$ cat config.mk
export PLATFORM = sky130hd
export DESIGN_NAME = lorenz_euler_stepper
export DESIGN_NICKNAME = d
export VERILOG_FILES = /design/src/design/les_pkg.sv /design/src/design/les_ctrl.sv /design/src/design/les_datapath.sv /design/src/design/lorenz_euler_stepper.sv
export SDC_FILE = /design/constraint.sdc
export NUM_CORES = 2
export LEC_CHECK = 0
export BUFFER_PORTS_ARGS = -buffer_cell sky130_fd_sc_hd__buf_2
export CAP_MARGIN = 5
export CORE_MARGIN = 3
export CORE_UTILIZATION = 40
export CTS_CLUSTER_DIAMETER = 50
export DETAILED_ROUTE_END_ITERATION = 8
export SLEW_MARGIN = 20
export SYNTH_ARGS = -nofsm -noshare
export SYNTH_HDL_FRONTEND = slang
export SYNTH_HIERARCHICAL = 1
export SYNTH_SLANG_ARGS = --single-unit
$ cat constraint.sdc
create_clock -name clk -period 16.85 [get_ports clk]
set_clock_uncertainty 0.05 [all_clocks]
set_input_delay 3.37 -clock clk [delete_from_list [all_inputs] [get_ports clk]]
set_output_delay 3.37 -clock clk [all_outputs]
set_load 0.02 [all_outputs]
$ cat src/design/les_pkg.sv
// ----------------------------------------------------------------------------
// Lorenz Euler stepper package
// Shared constants, register indexes, the controller state type and the
// command bundle passed from the controller to the datapath.
// ----------------------------------------------------------------------------
package les_pkg;

    localparam int WORD_BITS_DEF = 40;
    localparam int FRAC_BITS_DEF = 24;

    localparam int CFG_BITS       = 40;
    localparam int CFG_INDEX_BITS = 3;
    localparam int TSTEP_BITS     = 25;
    localparam int RLEN_BITS      = 16;
    localparam int POINT_BITS     = 40;
    localparam int STEP_BITS      = 16;

    localparam int IN_TDATA_BITS  = 8;
    localparam int OUT_TDATA_BITS = 3 * POINT_BITS + STEP_BITS;

    localparam logic signed [CFG_BITS-1:0] SIGMA_RESET = 40'sd167772160;
    localparam logic signed [CFG_BITS-1:0] BETA_RESET  = 40'sd44738124;
    localparam logic signed [CFG_BITS-1:0] RHO_RESET   = 40'sd469762048;
    localparam logic [TSTEP_BITS-1:0]      TSTEP_RESET = 25'd16777;
    localparam logic signed [CFG_BITS-1:0] SCALE_RESET = 40'sd335544;
    localparam logic [RLEN_BITS-1:0]       RLEN_RESET  = 16'd50000;

    typedef enum logic [CFG_INDEX_BITS-1:0] {
        REG_SIGMA        = 3'd0,
        REG_BETA         = 3'd1,
        REG_RHO          = 3'd2,
        REG_TIME_STEP    = 3'd3,
        REG_OUTPUT_SCALE = 3'd4,
        REG_RUN_LENGTH   = 3'd5
    } cfg_reg_t;

    // One entry per multiply of an integration step, in issue order.
    typedef enum logic [3:0] {
        OP_DX = 4'd0,
        OP_DY = 4'd1,
        OP_XY = 4'd2,
        OP_DZ = 4'd3,
        OP_NX = 4'd4,
        OP_NY = 4'd5,
        OP_NZ = 4'd6,
        OP_SX = 4'd7,
        OP_SY = 4'd8,
        OP_SZ = 4'd9
    } op_t;

    typedef enum logic [2:0] {
        ST_IDLE,
        ST_LOAD,
        ST_MUL_LO,
        ST_MUL_HI,
        ST_WRITE,
        ST_DONE
    } ctrl_state_t;

    typedef struct packed {
        logic start;
        logic load;
        logic mul_lo;
        logic mul_hi;
        logic write;
        logic finish;
        op_t  op;
    } dp_cmd_t;

endpackage

$ cat src/design/les_ctrl.sv
// ----------------------------------------------------------------------------
// Lorenz Euler stepper controller
// Sequences the multiply operations of one step through the datapath and
// owns the input and output handshakes.
// ----------------------------------------------------------------------------
module les_ctrl (
    input  logic              clk,
    input  logic              rst_n,
    input  logic              s_axis_tvalid,
    output logic              s_axis_tready,
    output logic              m_axis_tvalid,
    input  logic              m_axis_tready,
    output les_pkg::dp_cmd_t  cmd
);

    les_pkg::ctrl_state_t state_reg;
    les_pkg::ctrl_state_t state_next;
    les_pkg::op_t         op_reg;
    les_pkg::op_t         op_next;
    logic                 valid_reg;
    logic                 valid_next;

    always_ff @(posedge clk or negedge rst_n)
    begin
        if (!rst_n)
        begin
            state_reg <= les_pkg::ST_IDLE;
            op_reg    <= les_pkg::OP_DX;
            valid_reg <= 1'b0;
        end
        else
        begin
            state_reg <= state_next;
            op_reg    <= op_next;
            valid_reg <= valid_next;
        end
    end

    always_comb
    begin
        state_next    = state_reg;
        op_next       = op_reg;
        valid_next    = valid_reg;
        s_axis_tready = 1'b0;
        cmd           = '0;
        cmd.op        = op_reg;

        if (valid_reg && m_axis_tready)
        begin
            valid_next = 1'b0;
        end

        unique case (state_reg)
            les_pkg::ST_IDLE:
            begin
                s_axis_tready = 1'b1;
                if (s_axis_tvalid)
                begin
                    cmd.start  = 1'b1;
                    op_next    = les_pkg::OP_DX;
                    state_next = les_pkg::ST_LOAD;
                end
            end
            les_pkg::ST_LOAD:
            begin
                cmd.load   = 1'b1;
                state_next = les_pkg::ST_MUL_LO;
            end
            les_pkg::ST_MUL_LO:
            begin
                cmd.mul_lo = 1'b1;
                state_next = les_pkg::ST_MUL_HI;
            end
            les_pkg::ST_MUL_HI:
            begin
                cmd.mul_hi = 1'b1;
                state_next = les_pkg::ST_WRITE;
            end
            les_pkg::ST_WRITE:
            begin
                cmd.write = 1'b1;
                if (op_reg == les_pkg::OP_SZ)
                begin
                    state_next = les_pkg::ST_DONE;
                end
                else
                begin
                    op_next    = les_pkg::op_t'(op_reg + 4'd1);
                    state_next = les_pkg::ST_LOAD;
                end
            end
            les_pkg::ST_DONE:
            begin
                if (!valid_reg || m_axis_tready)
                begin
                    cmd.finish = 1'b1;
                    valid_next = 1'b1;
                    state_next = les_pkg::ST_IDLE;
                end
            end
            default:
            begin
                state_next = les_pkg::ST_IDLE;
            end
        endcase
    end

    assign m_axis_tvalid = valid_reg;

endmodule

$ cat src/design/les_datapath.sv
// ----------------------------------------------------------------------------
// Lorenz Euler stepper datapath
// Configuration registers, the point state, one shared split multiplier
// with saturating post-processing, and the output register.
// ----------------------------------------------------------------------------
module les_datapath #(
    parameter int WORD_BITS = les_pkg::WORD_BITS_DEF,
    parameter int FRAC_BITS = les_pkg::FRAC_BITS_DEF
) (
    input  logic                                  clk,
    input  logic                                  rst_n,
    input  les_pkg::dp_cmd_t                      cmd,
    input  logic                                  restart,
    input  logic                                  cfg_we,
    input  logic [les_pkg::CFG_INDEX_BITS-1:0]    cfg_index,
    input  logic [les_pkg::CFG_BITS-1:0]          cfg_data,
    output logic [les_pkg::POINT_BITS-1:0]        point_x,
    output logic [les_pkg::POINT_BITS-1:0]        point_y,
    output logic [les_pkg::POINT_BITS-1:0]        point_z,
    output logic [les_pkg::STEP_BITS-1:0]         step_index,
    output logic                                  run_end,
    output logic                                  saturated
);

    localparam int W      = WORD_BITS;
    localparam int LO     = WORD_BITS / 2;
    localparam int MB     = LO + 1;
    localparam int MP     = WORD_BITS + MB;
    localparam int PW     = 2 * WORD_BITS;
    localparam int EXT_W  = (WORD_BITS > les_pkg::CFG_BITS) ? WORD_BITS : les_pkg::CFG_BITS;
    localparam int OUT_W  = (WORD_BITS > les_pkg::POINT_BITS) ? WORD_BITS : les_pkg::POINT_BITS;
    localparam int RB     = les_pkg::RLEN_BITS;

    localparam logic signed [W-1:0] WMAX = {1'b0, {(W-1){1'b1}}};
    localparam logic signed [W-1:0] WMIN = {1'b1, {(W-1){1'b0}}};
    localparam logic signed [W-1:0] ONE  =
        {{(W-FRAC_BITS-1){1'b0}}, 1'b1, {FRAC_BITS{1'b0}}};

    localparam logic signed [W-1:0] SIGMA_INIT = W'(les_pkg::SIGMA_RESET);
    localparam logic signed [W-1:0] BETA_INIT  = W'(les_pkg::BETA_RESET);
    localparam logic signed [W-1:0] RHO_INIT   = W'(les_pkg::RHO_RESET);
    localparam logic signed [W-1:0] SCALE_INIT = W'(les_pkg::SCALE_RESET);
    localparam logic signed [W-1:0] TSTEP_INIT = W'(les_pkg::TSTEP_RESET);

    // Saturating add or subtract; the top bit of the result is the overflow flag.
    function automatic logic [W:0] add_sat(input logic signed [W-1:0] a,
                                           input logic signed [W-1:0] b,
                                           input logic                sub);
        logic signed [W:0] s;
        s = sub ? ({a[W-1], a} - {b[W-1], b}) : ({a[W-1], a} + {b[W-1], b});
        if (s[W] != s[W-1])
        begin
            return {1'b1, (s[W] ? WMIN : WMAX)};
        end
        return {1'b0, s[W-1:0]};
    endfunction

    logic signed [W-1:0]  sigma_reg, beta_reg, rho_reg, tstep_reg, scale_reg;
    logic signed [W-1:0]  sigma_next, beta_next, rho_next, tstep_next, scale_next;
    logic [RB-1:0]        rlen_reg, rlen_next;
    logic signed [W-1:0]  px_reg, py_reg, pz_reg, px_next, py_next, pz_next;
    logic [RB-1:0]        count_reg, count_next;
    logic signed [W-1:0]  dx_reg, dy_reg, dz_reg, tmp_reg;
    logic signed [W-1:0]  dx_next, dy_next, dz_next, tmp_next;
    logic signed [W-1:0]  a_reg, b_reg, a_next, b_next;
    logic signed [MP-1:0] part_reg, part_next;
    logic signed [PW-1:0] prod_reg, prod_next;
    logic                 sat_reg, sat_next;
    logic [les_pkg::POINT_BITS-1:0] ox_reg, oy_reg, oz_reg, ox_next, oy_next, oz_next;
    logic [RB-1:0]        oidx_reg, oidx_next;
    logic                 oend_reg, oend_next, osat_reg, osat_next;

    logic signed [EXT_W-1:0] cfg_ext;
    logic                    cfg_fits;
    logic signed [W-1:0]     cfg_word;

    logic signed [MB-1:0]    mul_b;
    logic signed [MP-1:0]    mul_p;

    logic [W:0]              ld_res;
    logic                    prod_fits;
    logic signed [W-1:0]     pv;
    logic                    pv_ovf;
    logic signed [W-1:0]     wa, wb;
    logic                    wsub;
    logic [W:0]              wr_res;

    logic [RB-1:0]           run_len;
    logic [RB:0]             idx_inc;
    logic                    is_end;
    logic signed [OUT_W-1:0] ext_x, ext_y, ext_z;

    // Sigma, beta, rho and scale writes: sign-extend the 40-bit value, then clamp to the word.
    assign cfg_ext  = EXT_W'(signed'(cfg_data));
    assign cfg_fits = (cfg_ext[EXT_W-1:W-1] == {(EXT_W-W+1){cfg_ext[EXT_W-1]}});
    assign cfg_word = cfg_fits ? cfg_ext[W-1:0] : (cfg_ext[EXT_W-1] ? WMIN : WMAX);

    // One multiplier: the low half of b (unsigned) first, then the signed high half.
    assign mul_b = cmd.mul_hi ? MB'(signed'(b_reg[W-1:LO])) : MB'(signed'({1'b0, b_reg[LO-1:0]}));
    assign mul_p = MP'(a_reg) * MP'(mul_b);

    assign ld_res = (cmd.op == les_pkg::OP_DX) ? add_sat(py_reg, px_reg, 1'b1)
                                               : add_sat(rho_reg, pz_reg, 1'b1);

    assign prod_fits = (prod_reg[PW-1:FRAC_BITS+W-1] ==
                        {(W-FRAC_BITS+1){prod_reg[PW-1]}});
    assign pv        = prod_fits ? prod_reg[FRAC_BITS+W-1:FRAC_BITS]
                                 : (prod_reg[PW-1] ? WMIN : WMAX);
    assign pv_ovf    = !prod_fits;

    always_comb
    begin
        wa   = px_reg;
        wb   = pv;
        wsub = 1'b0;
        unique case (cmd.op)
            les_pkg::OP_DY:
            begin
                wa   = pv;
                wb   = py_reg;
                wsub = 1'b1;
            end
            les_pkg::OP_DZ:
            begin
                wa   = tmp_reg;
                wb   = pv;
                wsub = 1'b1;
            end
            les_pkg::OP_NY: wa = py_reg;
            les_pkg::OP_NZ: wa = pz_reg;
            default:        wa = px_reg;
        endcase
    end

    assign wr_res = add_sat(wa, wb, wsub);

    assign run_len = (rlen_reg == '0) ? RB'(1) : rlen_reg;
    assign idx_inc = {1'b0, count_reg} + {{RB{1'b0}}, 1'b1};
    assign is_end  = (idx_inc >= {1'b0, run_len});

    assign ext_x = OUT_W'(dx_reg);
    assign ext_y = OUT_W'(dy_reg);
    assign ext_z = OUT_W'(dz_reg);

    always_comb
    begin
        sigma_next = sigma_reg;
        beta_next  = beta_reg;
        rho_next   = rho_reg;
        tstep_next = tstep_reg;
        scale_next = scale_reg;
        rlen_next  = rlen_reg;
        px_next    = px_reg;
        py_next    = py_reg;
        pz_next    = pz_reg;
        count_next = count_reg;
        dx_next    = dx_reg;
        dy_next    = dy_reg;
        dz_next    = dz_reg;
        tmp_next   = tmp_reg;
        a_next     = a_reg;
        b_next     = b_reg;
        part_next  = part_reg;
        prod_next  = prod_reg;
        sat_next   = sat_reg;
        ox_next    = ox_reg;
        oy_next    = oy_reg;
        oz_next    = oz_reg;
        oidx_next  = oidx_reg;
        oend_next  = oend_reg;
        osat_next  = osat_reg;

        if (cfg_we)
        begin
            unique case (cfg_index)
                les_pkg::REG_SIGMA:        sigma_next = cfg_word;
                les_pkg::REG_BETA:         beta_next  = cfg_word;
                les_pkg::REG_RHO:          rho_next   = cfg_word;
                les_pkg::REG_TIME_STEP:    tstep_next = W'(cfg_data[les_pkg::TSTEP_BITS-1:0]);
                les_pkg::REG_OUTPUT_SCALE: scale_next = cfg_word;
                les_pkg::REG_RUN_LENGTH:   rlen_next  = cfg_data[RB-1:0];
                default:                   rlen_next  = rlen_reg;
            endcase
        end

        priority if (cmd.start)
        begin
            sat_next = 1'b0;
            if (restart)
            begin
                px_next    = ONE;
                py_next    = ONE;
                pz_next    = ONE;
                count_next = '0;
            end
        end
        else if (cmd.load)
        begin
            unique case (cmd.op)
                les_pkg::OP_DX:
                begin
                    a_next   = sigma_reg;
                    b_next   = ld_res[W-1:0];
                    sat_next = sat_reg | ld_res[W];
                end
                les_pkg::OP_DY:
                begin
                    a_next   = px_reg;
                    b_next   = ld_res[W-1:0];
                    sat_next = sat_reg | ld_res[W];
                end
                les_pkg::OP_XY:
                begin
                    a_next = px_reg;
                    b_next = py_reg;
                end
                les_pkg::OP_DZ:
                begin
                    a_next = beta_reg;
                    b_next = pz_reg;
                end
                les_pkg::OP_NX:
                begin
                    a_next = tstep_reg;
                    b_next = dx_reg;
                end
                les_pkg::OP_NY:
                begin
                    a_next = tstep_reg;
                    b_next = dy_reg;
                end
                les_pkg::OP_NZ:
                begin
                    a_next = tstep_reg;
                    b_next = dz_reg;
                end
                les_pkg::OP_SX:
                begin
                    a_next = px_reg;
                    b_next = scale_reg;
                end
                les_pkg::OP_SY:
                begin
                    a_next = py_reg;
                    b_next = scale_reg;
                end
                les_pkg::OP_SZ:
                begin
                    a_next = pz_reg;
                    b_next = scale_reg;
                end
                default:
                begin
                    a_next = a_reg;
                end
            endcase
        end
        else if (cmd.mul_lo)
        begin
            part_next = mul_p;
        end
        else if (cmd.mul_hi)
        begin
            prod_next = (PW'(mul_p) <<< LO) + PW'(part_reg);
        end
        else if (cmd.write)
        begin
            sat_next = sat_reg | pv_ovf;
            unique case (cmd.op)
                les_pkg::OP_DX: dx_next = pv;
                les_pkg::OP_XY: tmp_next = pv;
                les_pkg::OP_SX: dx_next = pv;
                les_pkg::OP_SY: dy_next = pv;
                les_pkg::OP_SZ: dz_next = pv;
                les_pkg::OP_DY:
                begin
                    dy_next  = wr_res[W-1:0];
                    sat_next = sat_reg | pv_ovf | wr_res[W];
                end
                les_pkg::OP_DZ:
                begin
                    dz_next  = wr_res[W-1:0];
                    sat_next = sat_reg | pv_ovf | wr_res[W];
                end
                les_pkg::OP_NX:
                begin
                    px_next  = wr_res[W-1:0];
                    sat_next = sat_reg | pv_ovf | wr_res[W];
                end
                les_pkg::OP_NY:
                begin
                    py_next  = wr_res[W-1:0];
                    sat_next = sat_reg | pv_ovf | wr_res[W];
                end
                les_pkg::OP_NZ:
                begin
                    pz_next  = wr_res[W-1:0];
                    sat_next = sat_reg | pv_ovf | wr_res[W];
                end
                default:
                begin
                    sat_next = sat_reg;
                end
            endcase
        end
        else if (cmd.finish)
        begin
            ox_next   = ext_x[les_pkg::POINT_BITS-1:0];
            oy_next   = ext_y[les_pkg::POINT_BITS-1:0];
            oz_next   = ext_z[les_pkg::POINT_BITS-1:0];
            oidx_next = count_reg;
            oend_next = is_end;
            osat_next = sat_reg;
            if (is_end)
            begin
                px_next    = ONE;
                py_next    = ONE;
                pz_next    = ONE;
                count_next = '0;
            end
            else
            begin
                count_next = idx_inc[RB-1:0];
            end
        end
        else
        begin
            sat_next = sat_reg;
        end
    end

    always_ff @(posedge clk or negedge rst_n)
    begin
        if (!rst_n)
        begin
            sigma_reg <= SIGMA_INIT;
            beta_reg  <= BETA_INIT;
            rho_reg   <= RHO_INIT;
            tstep_reg <= TSTEP_INIT;
            scale_reg <= SCALE_INIT;
            rlen_reg  <= les_pkg::RLEN_RESET;
            px_reg    <= ONE;
            py_reg    <= ONE;
            pz_reg    <= ONE;
            count_reg <= '0;
        end
        else
        begin
            sigma_reg <= sigma_next;
            beta_reg  <= beta_next;
            rho_reg   <= rho_next;
            tstep_reg <= tstep_next;
            scale_reg <= scale_next;
            rlen_reg  <= rlen_next;
            px_reg    <= px_next;
            py_reg    <= py_next;
            pz_reg    <= pz_next;
            count_reg <= count_next;
        end
    end

    always_ff @(posedge clk)
    begin
        dx_reg   <= dx_next;
        dy_reg   <= dy_next;
        dz_reg   <= dz_next;
        tmp_reg  <= tmp_next;
        a_reg    <= a_next;
        b_reg    <= b_next;
        part_reg <= part_next;
        prod_reg <= prod_next;
        sat_reg  <= sat_next;
        ox_reg   <= ox_next;
        oy_reg   <= oy_next;
        oz_reg   <= oz_next;
        oidx_reg <= oidx_next;
        oend_reg <= oend_next;
        osat_reg <= osat_next;
    end

    assign point_x    = ox_reg;
    assign point_y    = oy_reg;
    assign point_z    = oz_reg;
    assign step_index = oidx_reg;
    assign run_end    = oend_reg;
    assign saturated  = osat_reg;

endmodule

$ cat src/design/lorenz_euler_stepper.sv
// ----------------------------------------------------------------------------
// Lorenz Euler stepper
// Advances the Lorenz system by one explicit Euler step per input item and
// emits the scaled new point, its index in the run and status flags.
//
//   Channel   Direction  Carries
//   s_axis    in         tdata[0] restart
//   m_axis    out        tdata point_x, point_y, point_z, step_index;
//                        tlast run_end; tuser saturated
//   cfg       in         write enable, register index, 40-bit write data
//
// Each item is accepted, then ten multiplies run in turn on the single shared
// multiplier, each as operand load, low half, high half, then saturate and
// write back; last, the result is moved to the output register.
// Reset loads the default coefficients and puts the point at (1,1,1), step 0.
// A finished result waits in the output register while the next item is
// accepted and computed; that item is held before its output stage until
// the waiting result is taken.
// ----------------------------------------------------------------------------
module lorenz_euler_stepper #(
    parameter int WORD_BITS = les_pkg::WORD_BITS_DEF,
    parameter int FRAC_BITS = les_pkg::FRAC_BITS_DEF
) (
    input  logic                                 clk,
    input  logic                                 rst_n,
    input  logic                                 s_axis_tvalid,
    output logic                                 s_axis_tready,
    // restart
    input  logic [les_pkg::IN_TDATA_BITS-1:0]    s_axis_tdata,
    output logic                                 m_axis_tvalid,
    input  logic                                 m_axis_tready,
    // point_x, point_y, point_z, step_index
    output logic [les_pkg::OUT_TDATA_BITS-1:0]   m_axis_tdata,
    output logic                                 m_axis_tlast,
    // saturated
    output logic                                 m_axis_tuser,
    input  logic                                 cfg_we,
    input  logic [les_pkg::CFG_INDEX_BITS-1:0]   cfg_index,
    input  logic [les_pkg::CFG_BITS-1:0]         cfg_data
);

    les_pkg::dp_cmd_t                cmd;
    logic [les_pkg::POINT_BITS-1:0]  point_x;
    logic [les_pkg::POINT_BITS-1:0]  point_y;
    logic [les_pkg::POINT_BITS-1:0]  point_z;
    logic [les_pkg::STEP_BITS-1:0]   step_index;

    les_ctrl u_ctrl (
        .clk           (clk),
        .rst_n         (rst_n),
        .s_axis_tvalid (s_axis_tvalid),
        .s_axis_tready (s_axis_tready),
        .m_axis_tvalid (m_axis_tvalid),
        .m_axis_tready (m_axis_tready),
        .cmd           (cmd)
    );

    les_datapath #(
        .WORD_BITS (WORD_BITS),
        .FRAC_BITS (FRAC_BITS)
    ) u_datapath (
        .clk        (clk),
        .rst_n      (rst_n),
        .cmd        (cmd),
        .restart    (s_axis_tdata[0]),
        .cfg_we     (cfg_we),
        .cfg_index  (cfg_index),
        .cfg_data   (cfg_data),
        .point_x    (point_x),
        .point_y    (point_y),
        .point_z    (point_z),
        .step_index (step_index),
        .run_end    (m_axis_tlast),
        .saturated  (m_axis_tuser)
    );

    assign m_axis_tdata = {step_index, point_z, point_y, point_x};

endmodule

-- Word-level counts from Yosys, hierarchy flattened
Cells that the tools add are included.
- logic and storage cells: 209
- output and inout port bits: 140
- flip-flop bits (word level): 865
- input bits: 56
- $mul: 1
- reduce and logical (&&, ||, !) cells: 48
- $lt $le $gt $ge: 1
- bitwise logic cells: 8
- equality and inequality tests: 37
- multiplexer cells: 79
- add/subtract/negate cells: 7
- operators by type and width (kind ; number):
    2-to-1 mux 40 bit ; 27
    2-to-1 mux 41 bit ; 8
    one-hot mux 40 bit (7 select lines) ; 1
    one-hot mux 40 bit (6 select lines) ; 1
    one-hot mux 40 bit (2 select lines) ; 2
    one-hot mux 40 bit (4 select lines) ; 1
    2-to-1 mux 16 bit ; 9
    subtractor 40 x 40 -> 41 bit ; 3
    adder 80 x 61 -> 80 bit ; 1
    multiplier 40 x 21 -> 61 bit ; 1
    adder 40 x 40 -> 41 bit ; 1
    AND reduction 6 bit ; 6
    2-to-1 mux 1 bit ; 21
    2-to-1 mux 21 bit ; 1
    AND reduction 7 bit ; 3
    one-hot mux 3 bit (6 select lines) ; 1
    adder 16 x 1 -> 17 bit, second input constant ; 1
    >= comparator 17 x 16 -> 1 bit ; 1
    == test 16 bit ; 1
    == test 4 x 3 -> 1 bit, second input constant ; 4
    logical NOT 16 bit ; 1
    AND reduction 2 bit ; 7
    == test 3 x 2 -> 1 bit, second input constant ; 4
    == test 3 bit, second input constant ; 4
    other kinds (30) ; 71

-- Depth between registers and ports, before layout
- word-level depth: 14
- mapped depth: 47
- gate-level depth less buffers: 43

-- By module
Netlist, hierarchy kept.
- by module, submodules not included (module ; area each (um^2) ; seq. area each (um^2) ; times used ; cells each):
    les_datapath ; 73126.4 ; 22768.1 ; 1 ; 7326
    les_ctrl ; 464.2 ; 200.2 ; 1 ; 47

-- Least setup slack after synthesis
Ideal clock, no wire load.
- path kind: in2reg
- start point: in s_axis_tvalid
- end point: reg u_datapath.count_reg[8]
- library setup time: 0.096 ns
- setup slack: 1.858 ns
- required time: 16.704 ns
- path buffers: 1
- arrival time: 14.847 ns
- stages on the path: 6
- cells stage by stage: or4b_4 -> inv_1 -> nor3_1 -> nand3b_1 -> clkbuf_1 -> o31ai_1
- RTL lines (what ; line ; text):
    start, declared ; lorenz_euler_stepper.sv:26 ; input logic s_axis_tvalid,
    end signal, assigned ; les_datapath.sv:358 ; count_reg <= count_next;
    end, declared ; les_datapath.sv:62 ; logic [RB-1:0] count_reg, count_next;

==> out/qor.yml <==
global_routing:
  first_global_vias: 57600
  grt_start_max_net_pins: 134
  overflow: 0
  antenna_found_initial: 26
  groute.usage.overall_pct: 26.7
  first_pass_grt_wire_length_um: 380000
logic_synthesis:
  synthesis.area_um2: 73600
  synth_cells: 7373
  mappedNetlistNets: 8599
  number_of_synthesized_flops_with_an_enable_pin: 475
  ys_seq_elements: 821
  synth-main-ff-cell: "sky130_fd_sc_hd__edfxtp_1"
  ys.warnings.count: 6
  yosysTopAreaCellShare_pct: 22.4
  ys_top_cells_by_area: "sky130_fd_sc_hd__fa_1, sky130_fd_sc_hd__edfxtp_1, sky130_fd_sc_hd__dfrtp_1, sky130_fd_sc_hd__ha_1, sky130_fd_sc_hd__inv_1"
  asyncSetResetFlopFracSynth_pct: 42.0
  synth.lib_cells_used.distinct: 93
  yosys.area.top_type: "sky130_fd_sc_hd__fa_1"
  sequential_area_share_after_synthesis_pct: 31.2
  postSynthAreaPerCell_um2: 9.98
worst_setup_path:
  end_kind: "flop"
  critPathRequiredTime_ps: 17320
  cpMaxStageDelayCell: "sky130_fd_sc_hd__dfrtp_1"
  crit_path_max_incr_delay_ps: 530
  timing_worst_setup_path_type: "reg2reg"
  cp.arrival_ps: 12920
  reg2reg_depth: 40
  critPathMaxFanout: 40
  cp-start-kind: "flop"
  r2r_start: "u_ctrl/state_reg[1]$_DFFE_PN0P_"
  worst-r2r-setup-slack_ps: 4400
  worst_path_most_repeated_cell: "sky130_fd_sc_hd__fa_1"
  regToRegEndpoint: "u_datapath/prod_reg[74]$_DFFE_PP_"
routing:
  drt-total-wl_um: 256000
  drt_iter0_drc: 6189
  drt-vias-per-instance: 5.75
  post-route-drc-count: 3
  wire_per_inst_um: 25.7
  detail-route-antenna-nets: 0
  routed-via-count: 57100
  drt_pass1_iterations: 9
sta:
  slew_violations: 0
  post-route-min-period_ps: 12450
  setup_tns_ps: 0
  max-slew-margin-rel_pct: 20.3
  rsz0062_at_grt: "false"
  setup-violations-final: 0
  fmax_ghz: 0.0803
  worstMarginPinSlew_ps: 1170
  report.final.hold_viol_count: 0
  layout_worst_path_cycle_share_pct: 73.9
floorplanning:
  initial_utilization_pct: 40.5
  die-width_um: 435
  num_io_pins: 196
  die_area_um2: 189000
  core_region_area_um2: 182000
  rows: 156
  dieHeight_um: 435
clocking:
  cts_tree: "done"
  cts-hold-fix-buffers: 0
  cts_root_buf: "sky130_fd_sc_hd__clkbuf_16"
  cts.clk_slew.worst_paths_ps: 60
  number_of_clock_sinks: 821
  clockBufferDepth: 3
  worst_skew_pair.late_latency_ps: 700
  post_cts_resize_count: 0
  cts_buffers: 103
  htree_levels: 3
  post-cts-setup-buffer-count: 0
final_layout:
  layout.nets: 8602
  areaGrowthSynthToFinish_pct: 9.75
  finish.instance_area_um2: 80800
  layout_commonest_cell: "sky130_fd_sc_hd__inv_1"
  top_library_cells_by_usage_in_the_layout_fill_and_taps_aside: "sky130_fd_sc_hd__inv_1, sky130_fd_sc_hd__nand2_1, sky130_fd_sc_hd__fa_1"
  layout.filler_cells: 17400
  largest_register_ff_count: 56
  final_layout_size_suffix_gt1_share_pct: 11.0
  postLayoutCoreUtil_pct: 44.4
placed_design:
  gp_routability_congestion: 0.976
  place.port_buffers: 188
  post-dp-hpwl_um: 194000
  placed_cell_area_um2: 77100
min_path:
  timing.hold.worst_path_depth: 0
  min_from: "u_datapath/dz_reg[7]$_DFFE_PP_"
  hold_path.class: "reg2reg"
  hold_path_end: "u_datapath/point_z[7]$_DFFE_PP_"
outcome:
  failed_checks: "design-rule violations"
  outcome: "finished, violations left"
job:
  cap_violations: 0
==> metal layers <==
metal,vias up,routed length (µm),global-route usage (%)
met4,4,11800,11.3
li1,24800,-,-
met2,2592,114000,41.1
met5,-,19,0
met1,29200,105000,36.3
met3,485,25000,5.92
==> Yosys cell counts (13+ instances only) <==
library cell and instances:
sky130_fd_sc_hd__a22o_1 34, sky130_fd_sc_hd__a22oi_1 76, sky130_fd_sc_hd__a21boi_0 25, sky130_fd_sc_hd__or3_1 40, sky130_fd_sc_hd__a21oi_1 371, sky130_fd_sc_hd__nor2b_1 45
sky130_fd_sc_hd__xor2_1 118, sky130_fd_sc_hd__xnor2_1 158, sky130_fd_sc_hd__and2_1 291, sky130_fd_sc_hd__mux2i_1 34, sky130_fd_sc_hd__a221oi_1 47, sky130_fd_sc_hd__inv_1 1066
sky130_fd_sc_hd__nor3_1 52, sky130_fd_sc_hd__o21ai_0 232, sky130_fd_sc_hd__o21bai_1 30, sky130_fd_sc_hd__o211ai_1 27, sky130_fd_sc_hd__a222oi_1 98, sky130_fd_sc_hd__a41oi_1 30
sky130_fd_sc_hd__a211oi_1 24, sky130_fd_sc_hd__dfstp_2 41, sky130_fd_sc_hd__or2_2 13, sky130_fd_sc_hd__fa_1 823, sky130_fd_sc_hd__and4_1 14, sky130_fd_sc_hd__edfxtp_1 475
sky130_fd_sc_hd__o21a_1 33, sky130_fd_sc_hd__o21ai_1 42, sky130_fd_sc_hd__clkbuf_1 366, sky130_fd_sc_hd__a31oi_1 63, sky130_fd_sc_hd__o22ai_1 29, sky130_fd_sc_hd__nand3_1 93
sky130_fd_sc_hd__nand2b_1 82, sky130_fd_sc_hd__ha_1 347, sky130_fd_sc_hd__nand4_1 35, sky130_fd_sc_hd__buf_1 17, sky130_fd_sc_hd__mux2_2 223, sky130_fd_sc_hd__nand2_1 881
sky130_fd_sc_hd__nor2_1 263, sky130_fd_sc_hd__and3_1 42, sky130_fd_sc_hd__a21o_1 167, sky130_fd_sc_hd__o31ai_1 29, sky130_fd_sc_hd__dfrtp_1 304
==> kinds of logic (layout without fill, tap and decap cells) <==
family,after synthesis,count (layout),synth area share (%)
AO/OA/AOI/OAI,1447,1447,13.1
XOR/XNOR,277,277,3.32
adder cells (fa/ha/maj),1183,1183,28.5
buffers and inverters,1468,1560,7.56
flip-flops,821,821,31.2
multiplexers,257,257,3.87
other,0,14,0
AND/OR/NAND/NOR,1920,1920,12.4
==> worst max path at each step <==
stage,startpoint,end
2_1_floorplan,s_axis_tvalid,u_datapath/count_reg[8]$_DFFE_PN0P_
3_3_place_gp,u_ctrl/state_reg[2]$_DFFE_PN0P_,u_datapath/prod_reg[74]$_DFFE_PP_
3_5_place_dp,u_ctrl/state_reg[2]$_DFFE_PN0P_,u_datapath/prod_reg[74]$_DFFE_PP_
4_1_cts,u_ctrl/state_reg[2]$_DFFE_PN0P_,u_datapath/prod_reg[74]$_DFFE_PP_
5_1_grt,u_ctrl/state_reg[1]$_DFFE_PN0P_,u_datapath/prod_reg[74]$_DFFE_PP_
6_report,u_ctrl/state_reg[1]$_DFFE_PN0P_,u_datapath/prod_reg[74]$_DFFE_PP_
==> final cells by class <==
class	instances	area (µm²)	area share [%]
multi-input combinational	5084	45300	56.1
sequential	821	23000	28.4
inverter	1067	4010	4.96
tap	2449	3060	3.79
clock buffer	125	2800	3.46
timing repair buffer	299	1800	2.23
clock inverter	69	791	0.979
antenna	14	35.0	0.0434
==> metrics by stage <==
step                      hold slack [ps]  instances  setup slack [ps]
final                                 410       9928              4400
after global routing                  424       9918              3820
after CTS                             407       9911              4460
after detailed placement              391       9717              4530
after global placement                395       9716              4730
after floorplan                       373       7373              1860
==> worst max-delay path: cells and delay by family (launching register included) <==
family | cells | cell delay (ps)
DFF | 1 | 530
adders and majority gates | 9 | 4170
AOI/OAI and AO/OA | 10 | 2830
buffers and inverters | 7 | 1520
and+or+nand+nor | 13 | 2740
xor gates and xnor gates | 1 | 290
Power is left out: the tool's default activity adds up to more than one toggle a clock period on the data nets, which glitch-free logic cannot reach.
